[config.mk]
export PLATFORM = sky130hd
export DESIGN_NAME = packbits_row_decoder
export DESIGN_NICKNAME = d
export VERILOG_FILES = /design/src/pbrd_pkg.sv /design/src/pbrd_ctrl.sv /design/src/pbrd_datapath.sv /design/src/packbits_row_decoder.sv
export VERILOG_INCLUDE_DIRS = /design/src /design/src/src
export SDC_FILE = /design/constraint.sdc
export NUM_CORES = 1
export LEC_CHECK = 0
export BUFFER_PORTS_ARGS = -buffer_cell sky130_fd_sc_hd__buf_2
export CELL_PAD_IN_SITES_DETAIL_PLACEMENT = 1
export CELL_PAD_IN_SITES_GLOBAL_PLACEMENT = 1
export CORE_MARGIN = 1
export CORE_UTILIZATION = 42
export CTS_CLUSTER_DIAMETER = 120
export DETAILED_ROUTE_END_ITERATION = 7
export PLACE_DENSITY = 0.81
export SLEW_MARGIN = 20
export SYNTH_ARGS = -nofsm -noshare
export SYNTH_HDL_FRONTEND = slang
export SYNTH_SLANG_ARGS = --single-unit
[constraint.sdc]
create_clock -name clk -period 5.3 [get_ports clk]
set_clock_uncertainty 0.15 [all_clocks]
set_input_delay 1.06 -clock clk [delete_from_list [all_inputs] [get_ports clk]]
set_output_delay 1.06 -clock clk [all_outputs]
set_load 0.05 [all_outputs]
[src/packbits_row_decoder_defines.svh]
// Assertion macros shared by the PackBits row decoder modules.
// Expects clk and arst_n to be in scope where a macro is used.
`ifndef PACKBITS_ROW_DECODER_DEFINES_SVH
`define PACKBITS_ROW_DECODER_DEFINES_SVH

// Consequent must hold in the same cycle as the antecedent.
`define PBRD_ASSERT_NOW(label, ante, cons, msg) \
	label: assert property (@(posedge clk) disable iff (!arst_n) (ante) |-> (cons)) \
		else $error(msg);

// Consequent must hold in the cycle after the antecedent.
`define PBRD_ASSERT_NEXT(label, ante, cons, msg) \
	label: assert property (@(posedge clk) disable iff (!arst_n) (ante) |=> (cons)) \
		else $error(msg);

`endif

[src/pbrd_pkg.sv]
// Package for the PackBits row decoder: defaults, phase and status codes,
// register indexes and the controller/datapath command and status structs.
// No dependencies.
`timescale 1ns / 1ps

package pbrd_pkg;

	// Parameter defaults
	localparam int OUT_LANES_DEF     = 4;
	localparam int ROW_MAX_BYTES_DEF = 65535;

	// Decode phase codes
	localparam logic [1:0] PH_FLAG = 2'd0;
	localparam logic [1:0] PH_LIT  = 2'd1;
	localparam logic [1:0] PH_REP  = 2'd2;
	localparam logic [1:0] PH_DROP = 2'd3;

	// Row status codes
	localparam logic [1:0] STAT_OK     = 2'd0;
	localparam logic [1:0] STAT_MIDRUN = 2'd1;
	localparam logic [1:0] STAT_LIMIT  = 2'd2;

	// Configuration register indexes
	localparam logic REG_WORD_MODE = 1'b0;
	localparam logic REG_OUT_LIMIT = 1'b1;

	// Reset values of the configuration registers
	localparam logic [15:0] OUT_LIMIT_RST = 16'hFFFF;

	// Controller to datapath
	typedef struct packed {
		logic take_item;   // input beat accepted, update row state
		logic load_item;   // load the single result of the accepted item
		logic emit_group;  // load the next repeat group into the output register
	} cmd_t;

	// Datapath to controller
	typedef struct packed {
		logic item_res;    // current input yields exactly one immediate result
		logic item_run;    // current input starts a repeat burst
		logic run_last;    // pending repeat group is the final one
	} sts_t;

endpackage

[src/pbrd_ctrl.sv]
// Controller of the PackBits row decoder: input/output handshake and
// item/burst sequencing. Depends on pbrd_pkg and the assertion macro header.
`timescale 1ns / 1ps
`include "packbits_row_decoder_defines.svh"

module pbrd_ctrl (
	input  logic            clk,
	input  logic            arst_n,
	input  logic            in_valid,
	output logic            in_ready,
	output logic            out_valid,
	input  logic            out_ready,
	input  pbrd_pkg::sts_t  sts,
	output pbrd_pkg::cmd_t  cmd
);

	localparam logic ST_ITEM = 1'b0;
	localparam logic ST_RUN  = 1'b1;

	logic state_q;
	logic out_valid_q;
	logic slot_free;
	logic in_fire;

	// Output slot frees when empty or when its beat is taken
	assign slot_free = !out_valid_q || out_ready;
	assign in_ready  = (state_q == ST_ITEM) && slot_free;
	assign in_fire   = in_valid && in_ready;
	assign out_valid = out_valid_q;

	// Issue commands
	always_comb begin
		cmd.take_item  = in_fire;
		cmd.load_item  = in_fire && sts.item_res;
		cmd.emit_group = (state_q == ST_RUN) && slot_free;
	end

	// Sequence items and repeat bursts
	always_ff @(posedge clk or negedge arst_n) begin
		if (!arst_n) begin
			state_q <= ST_ITEM;
		end else begin
			unique case (state_q)
				ST_ITEM: begin
					if (in_fire && sts.item_run) begin
						state_q <= ST_RUN;
					end
				end
				ST_RUN: begin
					if (cmd.emit_group && sts.run_last) begin
						state_q <= ST_ITEM;
					end
				end
				default: begin
					state_q <= ST_ITEM;
				end
			endcase
		end
	end

	// Track output register occupancy
	always_ff @(posedge clk or negedge arst_n) begin
		if (!arst_n) begin
			out_valid_q <= 1'b0;
		end else if (slot_free) begin
			out_valid_q <= cmd.load_item || cmd.emit_group;
		end
	end

	`PBRD_ASSERT_NOW(a_no_input_in_burst, state_q == ST_RUN, !in_ready, "input taken during burst")
	`PBRD_ASSERT_NEXT(a_burst_starts, in_fire && sts.item_run, state_q == ST_RUN, "burst did not start")
	`PBRD_ASSERT_NEXT(a_burst_ends, cmd.emit_group && sts.run_last, state_q == ST_ITEM, "burst did not end")
	`PBRD_ASSERT_NOW(a_item_kind_excl, 1'b1, !(sts.item_res && sts.item_run), "item both single and burst")
	`PBRD_ASSERT_NEXT(a_load_shows, cmd.load_item || cmd.emit_group, out_valid_q, "loaded beat not shown")

endmodule

[src/pbrd_datapath.sv]
// Datapath of the PackBits row decoder: configuration registers, row decode
// state, repeat burst generator and output register. Depends on pbrd_pkg.
`timescale 1ns / 1ps

module pbrd_datapath #(
	parameter int OUT_LANES     = pbrd_pkg::OUT_LANES_DEF,
	parameter int ROW_MAX_BYTES = pbrd_pkg::ROW_MAX_BYTES_DEF
) (
	input  logic            clk,
	input  logic            arst_n,
	input  logic            cfg_fire,
	input  logic            cfg_index,
	input  logic [15:0]     cfg_data,
	input  logic [7:0]      src_byte,
	input  logic            row_last,
	input  pbrd_pkg::cmd_t  cmd,
	output pbrd_pkg::sts_t  sts,
	output logic [7:0]      ob [4],
	output logic [2:0]      byte_count,
	output logic            run_end,
	output logic            row_end,
	output logic [1:0]      row_status,
	output logic [15:0]     produced
);

	localparam int LANES = (OUT_LANES < 1) ? 1 : ((OUT_LANES > 4) ? 4 : OUT_LANES);
	localparam logic [8:0]  LanesW   = 9'(LANES);
	localparam logic [2:0]  LanesC   = 3'(LANES);
	localparam logic        LanesOdd = 1'(LANES);
	localparam logic [15:0] RowMax   = 16'(ROW_MAX_BYTES);

	// Configuration
	logic        word_mode_q;
	logic [15:0] out_limit_q;

	// Row state
	logic [1:0]  phase_q, phase_n;
	logic [7:0]  run_left_q, run_left_n;
	logic [7:0]  first_half_q, first_half_n;
	logic        half_seen_q, half_n;
	logic [15:0] out_total_q;
	logic [1:0]  err_q, err_n;
	logic        limit_q, limit_n;

	// Repeat burst
	logic [8:0]  rep_left_q;
	logic [7:0]  rep_hi_q, rep_lo_q;
	logic        rep_par_q;
	logic        rep_last_q;
	logic [1:0]  rep_stat_q;
	logic [15:0] rep_prod_q;

	// Output register
	logic [7:0]  ob_q [4];
	logic [2:0]  cnt_q;
	logic        run_end_q, row_end_q;
	logic [1:0]  stat_q;
	logic [15:0] prod_q;

	logic [15:0] lim;
	logic [8:0]  units, need;
	logic [16:0] sum_need;
	logic        at_limit, overrun;
	logic [8:0]  nb_item;
	logic [1:0]  item_stat;
	logic [2:0]  grp_cnt;
	logic [7:0]  grp_b [4];

	// Write configuration registers
	always_ff @(posedge clk or negedge arst_n) begin
		if (!arst_n) begin
			word_mode_q <= 1'b0;
			out_limit_q <= pbrd_pkg::OUT_LIMIT_RST;
		end else if (cfg_fire) begin
			unique case (cfg_index)
				pbrd_pkg::REG_WORD_MODE: word_mode_q <= cfg_data[0];
				pbrd_pkg::REG_OUT_LIMIT: out_limit_q <= cfg_data;
				default: ;
			endcase
		end
	end

	// Size a run from its flag byte and check it against the limit
	always_comb begin
		lim      = (out_limit_q > RowMax) ? RowMax : out_limit_q;
		units    = src_byte[7] ? (9'd257 - {1'b0, src_byte}) : ({1'b0, src_byte} + 9'd1);
		need     = word_mode_q ? {units[7:0], 1'b0} : units;
		sum_need = {1'b0, out_total_q} + {8'd0, need};
		overrun  = sum_need > {1'b0, lim};
		at_limit = limit_q || (out_total_q >= lim);
	end

	// Advance the decode phase for one source byte
	always_comb begin
		phase_n      = phase_q;
		run_left_n   = run_left_q;
		first_half_n = first_half_q;
		half_n       = half_seen_q;
		err_n        = err_q;
		limit_n      = limit_q;
		nb_item      = 9'd0;
		unique case (phase_q)
			pbrd_pkg::PH_FLAG: begin
				if (at_limit) begin
					limit_n = 1'b1;
					phase_n = pbrd_pkg::PH_DROP;
				end else if (src_byte != 8'h80) begin
					if (overrun) begin
						err_n   = pbrd_pkg::STAT_LIMIT;
						phase_n = pbrd_pkg::PH_DROP;
					end else begin
						run_left_n = units[7:0];
						half_n     = 1'b0;
						phase_n    = src_byte[7] ? pbrd_pkg::PH_REP : pbrd_pkg::PH_LIT;
					end
				end
			end
			pbrd_pkg::PH_LIT: begin
				nb_item = 9'd1;
				if (word_mode_q && !half_seen_q) begin
					half_n = 1'b1;
				end else begin
					half_n = 1'b0;
					if (run_left_q != 8'd0) begin
						run_left_n = run_left_q - 8'd1;
					end
				end
				if (run_left_n == 8'd0) begin
					phase_n = pbrd_pkg::PH_FLAG;
				end
			end
			pbrd_pkg::PH_REP: begin
				if (word_mode_q && !half_seen_q) begin
					first_half_n = src_byte;
					half_n       = 1'b1;
				end else begin
					nb_item    = word_mode_q ? {run_left_q, 1'b0} : {1'b0, run_left_q};
					run_left_n = 8'd0;
					half_n     = 1'b0;
					phase_n    = pbrd_pkg::PH_FLAG;
				end
			end
			default: ;
		endcase
	end

	// Row status on the closing beat
	always_comb begin
		if (!row_last) begin
			item_stat = pbrd_pkg::STAT_OK;
		end else if (err_n != pbrd_pkg::STAT_OK) begin
			item_stat = err_n;
		end else if ((phase_n == pbrd_pkg::PH_LIT) || (phase_n == pbrd_pkg::PH_REP)) begin
			item_stat = pbrd_pkg::STAT_MIDRUN;
		end else begin
			item_stat = pbrd_pkg::STAT_OK;
		end
	end

	// Report item kind and burst progress
	always_comb begin
		sts.item_res = (phase_q == pbrd_pkg::PH_LIT) || ((nb_item == 9'd0) && row_last);
		sts.item_run = (phase_q == pbrd_pkg::PH_REP) && !(word_mode_q && !half_seen_q);
		sts.run_last = rep_left_q <= LanesW;
	end

	// Update row state; clear it at the row's last byte
	always_ff @(posedge clk or negedge arst_n) begin
		if (!arst_n) begin
			phase_q      <= pbrd_pkg::PH_FLAG;
			run_left_q   <= 8'd0;
			first_half_q <= 8'd0;
			half_seen_q  <= 1'b0;
			out_total_q  <= 16'd0;
			err_q        <= pbrd_pkg::STAT_OK;
			limit_q      <= 1'b0;
		end else if (cmd.take_item) begin
			if (row_last) begin
				phase_q      <= pbrd_pkg::PH_FLAG;
				run_left_q   <= 8'd0;
				first_half_q <= 8'd0;
				half_seen_q  <= 1'b0;
				out_total_q  <= 16'd0;
				err_q        <= pbrd_pkg::STAT_OK;
				limit_q      <= 1'b0;
			end else begin
				phase_q      <= phase_n;
				run_left_q   <= run_left_n;
				first_half_q <= first_half_n;
				half_seen_q  <= half_n;
				out_total_q  <= out_total_q + {7'd0, nb_item};
				err_q        <= err_n;
				limit_q      <= limit_n;
			end
		end
	end

	// Build the pending repeat group
	always_comb begin
		grp_cnt = (rep_left_q > LanesW) ? LanesC : rep_left_q[2:0];
		for (int j = 0; j < 4; j++) begin
			if (3'(j) < grp_cnt) begin
				grp_b[j] = (rep_par_q ^ 1'(j)) ? rep_lo_q : rep_hi_q;
			end else begin
				grp_b[j] = 8'd0;
			end
		end
	end

	// Load a burst at the item, then step it one group per beat
	always_ff @(posedge clk) begin
		if (cmd.take_item) begin
			rep_left_q <= nb_item;
			rep_hi_q   <= word_mode_q ? first_half_q : src_byte;
			rep_lo_q   <= src_byte;
			rep_par_q  <= 1'b0;
			rep_last_q <= row_last;
			rep_stat_q <= item_stat;
			rep_prod_q <= out_total_q;
		end else if (cmd.emit_group) begin
			rep_left_q <= rep_left_q - {6'd0, grp_cnt};
			rep_par_q  <= rep_par_q ^ LanesOdd;
			rep_prod_q <= rep_prod_q + {13'd0, grp_cnt};
		end
	end

	// Output register
	always_ff @(posedge clk) begin
		if (cmd.load_item) begin
			ob_q[0]   <= (phase_q == pbrd_pkg::PH_LIT) ? src_byte : 8'd0;
			ob_q[1]   <= 8'd0;
			ob_q[2]   <= 8'd0;
			ob_q[3]   <= 8'd0;
			cnt_q     <= nb_item[2:0];
			run_end_q <= 1'b1;
			row_end_q <= row_last;
			stat_q    <= item_stat;
			prod_q    <= out_total_q + {7'd0, nb_item};
		end else if (cmd.emit_group) begin
			ob_q      <= grp_b;
			cnt_q     <= grp_cnt;
			run_end_q <= sts.run_last;
			row_end_q <= sts.run_last && rep_last_q;
			stat_q    <= (sts.run_last && rep_last_q) ? rep_stat_q : pbrd_pkg::STAT_OK;
			prod_q    <= rep_prod_q + {13'd0, grp_cnt};
		end
	end

	assign ob         = ob_q;
	assign byte_count = cnt_q;
	assign run_end    = run_end_q;
	assign row_end    = row_end_q;
	assign row_status = stat_q;
	assign produced   = prod_q;

endmodule

[src/packbits_row_decoder.sv]
// PackBits row decoder: one compressed byte per input beat, decoded bytes out
// in groups of up to four per output beat. Flag, literal and dropped bytes are
// taken one per cycle while the output slot is free; a repeat's value byte is
// taken and then holds the input while its ceil(bytes / lanes) groups leave the
// single output register, one group a cycle unless the output stalls. Lanes are
// OUT_LANES clamped to 1..4. A run that would pass the limit (the smaller of
// out_limit and ROW_MAX_BYTES) sends nothing, drops the rest of the row and
// closes it with status 2; a row ending mid-run closes with status 1. Write
// configuration only between rows.
// Top level; depends on pbrd_pkg, pbrd_ctrl and pbrd_datapath.
`timescale 1ns / 1ps

module packbits_row_decoder #(
	parameter int OUT_LANES     = pbrd_pkg::OUT_LANES_DEF,
	parameter int ROW_MAX_BYTES = pbrd_pkg::ROW_MAX_BYTES_DEF
) (
	input  logic        clk,
	input  logic        arst_n,
	input  logic        cfg_valid,
	output logic        cfg_ready,
	input  logic        cfg_index,
	input  logic [15:0] cfg_data,
	input  logic        in_valid,
	output logic        in_ready,
	input  logic [7:0]  src_byte,
	input  logic        row_last,
	output logic        out_valid,
	input  logic        out_ready,
	output logic [7:0]  out_b0,
	output logic [7:0]  out_b1,
	output logic [7:0]  out_b2,
	output logic [7:0]  out_b3,
	output logic [2:0]  byte_count,
	output logic        run_end,
	output logic        row_end,
	output logic [1:0]  row_status,
	output logic [15:0] produced
);

	pbrd_pkg::cmd_t cmd;
	pbrd_pkg::sts_t sts;
	logic [7:0]     ob [4];

	// Configuration beats are always taken
	assign cfg_ready = 1'b1;

	pbrd_ctrl u_ctrl (
		.clk       (clk),
		.arst_n    (arst_n),
		.in_valid  (in_valid),
		.in_ready  (in_ready),
		.out_valid (out_valid),
		.out_ready (out_ready),
		.sts       (sts),
		.cmd       (cmd)
	);

	pbrd_datapath #(
		.OUT_LANES     (OUT_LANES),
		.ROW_MAX_BYTES (ROW_MAX_BYTES)
	) u_datapath (
		.clk        (clk),
		.arst_n     (arst_n),
		.cfg_fire   (cfg_valid && cfg_ready),
		.cfg_index  (cfg_index),
		.cfg_data   (cfg_data),
		.src_byte   (src_byte),
		.row_last   (row_last),
		.cmd        (cmd),
		.sts        (sts),
		.ob         (ob),
		.byte_count (byte_count),
		.run_end    (run_end),
		.row_end    (row_end),
		.row_status (row_status),
		.produced   (produced)
	);

	assign out_b0 = ob[0];
	assign out_b1 = ob[1];
	assign out_b2 = ob[2];
	assign out_b3 = ob[3];

endmodule

# [Yosys cells after proc, flatten, opt, wreduce, memory -nomap -nowiden]
# Cells that the tools add are included.
[totals] register_bits=156 latch_bits=0 ram_bits=0 mem_bits_ro=0 in_bits=31 out_inout_bits=58 word_cells=159 memories=0
[op_classes] add_sub_neg=7 n_mul=0 n_div=0 n_lt_le_gt_ge=9 n_eq_ne=9 shift=0 n_mux=68 n_bitwise=2 reduce_logical=38
[ops] op="2-to-1 mux 8 bit" n=17
[ops] op="2-to-1 mux 16 bit" n=5
[ops] op="2-to-1 mux 32 bit" n=2
[ops] op="2-to-1 mux 9 bit" n=6
[ops] op="2-to-1 mux 2 bit" n=17
[ops] op="case mux 8 bit (3 select lines)" n=1
[ops] op="case mux 9 bit (2 select lines)" n=1
[ops] op="adder 16 x 9 -> 17 bit" n=1
[ops] op="greater-than comparator 17 x 16 -> 1 bit" n=1
[ops] op="adder 16 x 3 -> 16 bit" n=1
[ops] op="adder 16 x 9 -> 16 bit" n=1
[ops] op="greater-or-equal comparator 16 bit" n=1
[ops] op="greater-than comparator 16 bit, second input constant" n=1
[ops] op="nonzero test 2 bit" n=7
[ops] op="2-to-1 mux 1 bit" n=13
[ops] op="logical AND 1 bit" n=10
[ops] op="adder 8 x 1 -> 9 bit, second input constant" n=1
[ops] op="greater-than comparator 9 x 3 -> 1 bit, second input constant" n=1
[ops] op="less-or-equal comparator 9 x 3 -> 1 bit, second input constant" n=1
[ops] op="zero test 9 bit" n=1
[ops] op="2-to-1 mux 3 bit" n=3
[ops] op="inequality test 3 bit, second input constant" n=3
[ops] op="subtractor 9 x 3 -> 9 bit" n=1
[ops] op="subtractor 9 x 8 -> 9 bit, first input constant" n=1
[ops] op="other kinds (22)" n=36

# [Depth between registers and ports, before layout]
[logic_depth] depth_word=15 mapped_depth=26 mapped_depth_nobuf=24

# [Modules after synthesis]
# A second synthesis with hierarchy kept.
[unflattened] cells_unflattened=974 hier_area_um2=9704.3
[by_module_without_submodules] module="pbrd_datapath" instances=1 cells_per_inst=960 area_each_um2=9566.7 seq_area_each_um2=4119.0
[by_module_without_submodules] module="pbrd_ctrl" instances=1 cells_per_inst=12 area_each_um2=126.4 seq_area_each_um2=50.0
[by_module_without_submodules] module="packbits_row_decoder" instances=1 cells_per_inst=2 area_each_um2=11.3 seq_area_each_um2=0.0

# [Least setup slack after synthesis]
# No wires, ideal clock.
[synth_path] path_type="input port to flip-flop" from="input port src_byte[0]" to="register u_datapath.stat_q[0] (netlist: u_datapath.row_status[0]) (data pin)" setup_time_ns=0.267 t_arrival_ns=5.852 required_ns=4.883 slack_ns=-0.968 cell_stages=24 path_buffers=1 cell_sequence="clkbuf_1 -> inv_1 -> ha_1 -> mux2_2 -> o21a_1 -> ha_1 -> a21o_1 -> a21o_1 -> a21o_1 -> a2111oi_0 -> nor3_1 -> and2_1 -> o31ai_2 -> nor2_1 -> xor2_1 -> ha_1 -> nand3_1 -> or2_1 -> or3_1 -> o21ai_2 -> a31oi_1 -> a311o_1 -> xnor2_1 -> o211ai_1"
[synth_via] elab_chain_len=15 word_cells_on_any_way=23 cone_classes="add/sub (3); order compare (1); eq/ne (3); mux (14); reduce/logical (2)"
[synth_rtl] item="start, declared" line_no="packbits_row_decoder.sv:25" rtl="input logic [7:0] src_byte,"
[synth_rtl] item="subtractor 9 x 8 -> 9 bit / adder 8 x 1 -> 9 bit (equally long branches)" line_no="pbrd_datapath.sv:86" rtl="units = src_byte[7] ? (9'd257 - {1'b0, src_byte}) : ({1'b0, src_byte} + 9'd1);"
[synth_rtl] item="2-to-1 mux 9 bit" line_no="pbrd_datapath.sv:86"
[synth_rtl] item="2-to-1 mux 9 bit" line_no="pbrd_datapath.sv:87" rtl="need = word_mode_q ? {units[7:0], 1'b0} : units;"
[synth_rtl] item="adder 16 x 9 -> 17 bit" line_no="pbrd_datapath.sv:88" rtl="sum_need = {1'b0, out_total_q} + {8'd0, need};"
[synth_rtl] item="greater-than comparator 17 x 16 -> 1 bit" line_no="pbrd_datapath.sv:89" rtl="overrun = sum_need > {1'b0, lim};"
[synth_rtl] item="2-to-1 mux 2 bit" line_no="pbrd_datapath.sv:108" rtl="if (overrun) begin"
[synth_rtl] item="2-to-1 mux 2 bit" line_no="pbrd_datapath.sv:107" rtl="end else if (src_byte != 8'h80) begin"
[synth_rtl] item="2-to-1 mux 2 bit" line_no="pbrd_datapath.sv:104" rtl="if (at_limit) begin"
[synth_rtl] item="case mux 2 bit (3 select lines)" line_no="pbrd_datapath.sv:102" rtl="unique case (phase_q)"
[synth_rtl] item="== test 2 x 1 -> 1 bit / == test 2 bit (equally long branches)" line_no="pbrd_datapath.sv:153" rtl="end else if ((phase_n == pbrd_pkg::PH_LIT) || (phase_n == pbrd_pkg::PH_REP)) begin"
[synth_rtl] item="logical OR 1 bit" line_no="pbrd_datapath.sv:153"
[synth_rtl] item="2-to-1 mux 1 bit" line_no="pbrd_datapath.sv:153"
[synth_rtl] item="2-to-1 mux 2 bit (*)" line_no="pbrd_datapath.sv:151" rtl="end else if (err_n != pbrd_pkg::STAT_OK) begin"
[synth_rtl] item="2-to-1 mux 2 bit (*)" line_no="pbrd_datapath.sv:149" rtl="if (!row_last) begin"
[synth_rtl] item="2-to-1 mux 2 bit (*)" line_no="pbrd_datapath.sv:229" rtl="if (cmd.load_item) begin"
[synth_rtl] item="end signal, assigned" line_no="pbrd_datapath.sv:237" rtl="stat_q <= item_stat;"
[synth_rtl] item="end signal, assigned" line_no="pbrd_datapath.sv:244" rtl="stat_q <= (sts.run_last && rep_last_q) ? rep_stat_q : pbrd_pkg::STAT_OK;"
[synth_rtl] item="end, declared" line_no="pbrd_datapath.sv:57" rtl="logic [1:0] stat_q;"
# Every way passes the cells marked *; elsewhere a longest branch is shown, timed or not.
# A chain may end at the register's enable or synchronous reset.

# [Worst setup path in the final report]
[layout_path] from="input port src_byte[2]" to="register u_datapath.rep_stat_q[0] (data pin)"
[layout_via] elab_chain_len=14 word_cells_on_any_way=22 cone_classes="add/sub (3); order compare (1); eq/ne (3); mux (13); reduce/logical (2)"
[layout_rtl] item="subtractor 9 x 8 -> 9 bit / adder 8 x 1 -> 9 bit (equally long branches)" line_no="pbrd_datapath.sv:86"
[layout_rtl] item="2-to-1 mux 9 bit" line_no="pbrd_datapath.sv:86"
[layout_rtl] item="2-to-1 mux 9 bit" line_no="pbrd_datapath.sv:87"
[layout_rtl] item="adder 16 x 9 -> 17 bit" line_no="pbrd_datapath.sv:88"
[layout_rtl] item="greater-than comparator 17 x 16 -> 1 bit" line_no="pbrd_datapath.sv:89"
[layout_rtl] item="2-to-1 mux 2 bit" line_no="pbrd_datapath.sv:108"
[layout_rtl] item="2-to-1 mux 2 bit" line_no="pbrd_datapath.sv:107"
[layout_rtl] item="2-to-1 mux 2 bit" line_no="pbrd_datapath.sv:104"
[layout_rtl] item="case mux 2 bit (3 select lines)" line_no="pbrd_datapath.sv:102"
[layout_rtl] item="== test 2 x 1 -> 1 bit / == test 2 bit (equally long branches)" line_no="pbrd_datapath.sv:153"
[layout_rtl] item="logical OR 1 bit" line_no="pbrd_datapath.sv:153"
[layout_rtl] item="2-to-1 mux 1 bit" line_no="pbrd_datapath.sv:153"
[layout_rtl] item="2-to-1 mux 2 bit (*)" line_no="pbrd_datapath.sv:151"
[layout_rtl] item="2-to-1 mux 2 bit (*)" line_no="pbrd_datapath.sv:149"
[layout_rtl] item="via u_datapath.item_stat[0]" line_no="pbrd_datapath.sv:65" rtl="logic [1:0] item_stat;"
[layout_rtl] item="end signal, assigned" line_no="pbrd_datapath.sv:218" rtl="rep_stat_q <= item_stat;"
[layout_rtl] item="end, declared" line_no="pbrd_datapath.sv:50" rtl="logic [1:0] rep_stat_q;"
# Mark *: on every way through the listed nets, which the timed path passes. The rest lies on a longest branch.

==> flow_metrics.py <==
metrics = {
    "cells_and_area": {
        "layout-drive-gt1-share_pct": 27.0,
        "layout.nets": 1188,
        "final_common_cell": "nand2_1",
        "diodes": 0,
        "syn_to_final_growth_pct": 22.3,
        "final_cell_mix": "102 x nand2_1, 85 x buf_2, 75 x a21oi_1",
    },
    "logic_synthesis": {
        "netlist_instances": 947,
        "synth_edf_count": 74,
        "yosysSeqAreaShare_pct": 44.7,
        "synth-async-reset-ratio_pct": 36.5,
        "yosysUniqueCellTypes": 75,
        "ys_seq_elements": 156,
        "synth.largest_area_cell": "edfxtp_1",
        "synthTopCellsByArea": "edfxtp_1 24%, dfrtp_1 11%, ha_1 9.0%",
        "syn_area_um2": 9320,
        "yosys_warnings": 0,
        "syn_area_per_cell_um2": 9.84,
        "synth_top_area_share_pct": 23.8,
        "ys.flop_type": "edfxtp_1",
    },
    "clocking": {
        "cts_root_buf": "clkbuf_16",
        "clk_path_buf_depth": 2,
        "clk_pin_slew_worst_paths_ns": 0.08,
        "cts_buffers": 17,
        "cts_tree": "built",
        "clk_latency_ns": 0.45,
        "hold_buffers": 0,
        "clock_sinks": 156,
        "cts.htree.levels": 4,
    },
    "setup_path": {
        "critPathSlowestCell": "a311o_1",
        "critPathArrivalTime_ns": 5.97,
        "crit_top_cell": "ha_1",
        "cp_max_fo": 4,
        "crit_type": "in -> reg",
        "cp.required_ns": 5.41,
        "crit_buf_inv": 3,
        "max_stage_delay_ns": 0.40,
        "critPathLaunchType": "primary input",
        "end_kind": "flip-flop",
        "path_delay_family": "compound AO/OA/AOI/OAI gates",
    },
    "timing": {
        "worst_slack_ns": -0.564,
        "tightest_slew_ns": 0.978,
        "max_freq_mhz": 171,
        "period_share_pct": 111,
        "min_period_ns": 5.86,
        "finalMaxSlewViolations": 0,
        "rsz0062_at_grt": "true",
        "slew_headroom_pct": 34.1,
        "final.setup.tns_ns": -6.64,
        "finalSetupViolCount": 17,
        "hold_violations": 0,
    },
    "outcome": {
        "status": "complete, but fails checks",
        "failed_checks": "negative setup slack",
    },
    "global_routing": {
        "antenna_found_initial": 0,
        "grt_overflow": 0,
        "grt.total_usage_pct": 26.5,
        "grt_pass1_wl_mm": 46.0,
        "grt_pass1_vias": 8437,
        "grt_max_degree": 58,
    },
    "floorplan": {
        "start_util_pct": 42.7,
        "ios": 89,
        "rows": 54,
        "die_x_um": 151,
        "die-height_um": 151,
        "fp.dieArea_um2": 22800,
        "coreArea_um2": 21800,
    },
    "power": {
        "p_leak_nw": 5.01,
        "p_per_area_nw_per_um2": 571,
        "ir_worst_vdd_mv": 0.285,
    },
    "place": {
        "hpwl_mm": 19.5,
        "preCtsSetupSlack_ns": -1.10,
        "routabilityCongestion": 0.848,
        "portBuffers": 87,
    },
    "job": {
        "cap_violations": 0,
    },
    "detailed_routing": {
        "drt_iter0_drc": 665,
        "routedWlPerCell_um": 21.4,
        "vias": 8128,
        "routed_via_density": 5.89,
        "wl_mm": 29.5,
        "firstDrtPassIters": 5,
        "ant_nets": 0,
        "drc_errors": 0,
    },
    "hold_path": {
        "hold_path_class": "reg -> reg",
    },
}
## kinds of logic after synthesis
group                    count (synthesis)  share of synthesized area (%)
multiplexers                            40                           4.63
buffers and inverters                   90                           3.95
other                                    1                         0.0402
AO/OA/AOI/OAI                          225                           15.9
AND/OR/NAND/NOR                        313                           16.3
XOR/XNOR                                52                           4.89
adder cells (fa/ha/maj)                 70                           9.64
flip-flops                             156                           44.7
## area by class of cell
type / count / area [um^2]
Tap cell: 280 / 350
Clock inverter: 15 / 189
Multi-Input combinational cell: 702 / 5010
Clock buffer: 17 / 425
Sequential cell: 156 / 4170
Inverter: 46 / 188
Timing Repair Buffer: 164 / 1080
Fill cell: 2465 / 10400
## cells in the mapped netlist (13+ instances only)
cell	number
nor2_1	73
a22o_1	26
dfrtp_1	41
nand3_1	45
xnor2_1	31
dfxtp_1	25
mux2_2	25
a21oi_1	79
edfxtp_1	74
clkbuf_1	29
a21o_1	13
ha_1	67
inv_1	42
nand2_1	110
xor2_1	21
o21ai_0	48
mux2i_1	15
dfstp_2	16
## report_power, final
part           internal [mW]  switching, mW  total (mW)  leakage [nW]
logic                  0.940           2.08        3.02          3.08
clock network          0.645          0.625        1.27         0.298
registers               1.86          0.360        2.22          1.63
total                   3.45           3.06        6.51          5.01
## routing by layer
metal	global-route usage (%)	wire [um]	share of wire, %	up-vias
met5	0	0	0	-
met4	11.1	786	2.7	0
met2	44.8	14700	50	272
met3	3.43	1300	4.4	66
li1	-	-	-	3705
met1	34.1	12700	43	4085
## worst paths after layout
kind,startpoint,endpoint,slack [ns],cells after the start
max in group asynchronous,arst_n,u_datapath.out_total_q[9],3.84,2
worst max-delay path,src_byte[2],u_datapath.rep_stat_q[0],-0.56,25
worst max register to register,u_datapath.word_mode_q,u_datapath.rep_stat_q[0],-0.01,22
min in group asynchronous,arst_n,u_datapath.word_mode_q,0.64,2
worst min register to register,u_datapath.ob[23],u_datapath.ob[23],0.30,2
worst min-delay path,u_datapath.ob[23],u_datapath.ob[23],0.30,2
## stage by stage
stage | util (%) | cells | power, mW | hold slack (ns) | area, um^2
5_1_grt | 52.3 | 1380 | 6.83 | 0.321 | 11400
4_1_cts | 51.9 | 1376 | 6.43 | 0.308 | 11300
6_report | 52.3 | 1380 | 6.51 | 0.304 | 11400
3_3_place_gp | 47.8 | 1331 | 4.90 | 0.292 | 10400
3_5_place_dp | 47.8 | 1331 | 5.02 | 0.295 | 10400
2_1_floorplan | - | 948 | 4.22 | 0.311 | 9390
## registers in the layout, summed over array words and instances, names as in the netlist, 3 cells and up
register,cells
u_datapath.ob,32
u_datapath.out_limit_q,16
u_datapath.out_total_q,16
u_datapath.produced,16
u_datapath.rep_prod_q,16
u_datapath.rep_left_q,9
u_datapath.first_half_q,8
u_datapath.rep_hi_q,8
u_datapath.rep_lo_q,8
u_datapath.run_left_q,8
u_datapath.byte_count,3
## repair_timing
action	in CTS	in global routing
pin swaps	11	5
resized for setup	45	16
setup buffers	12	6
cloned	1	0
endpoints found under the setup margin	17	17
## tightest hold or removal path: stages, from the launching register on
cell,delay [ns]
dfxtp_1,0.31
nand2_1,0.05
a21oi_1,0.05
No activity file was read; power rests on OpenSTA's default activity.
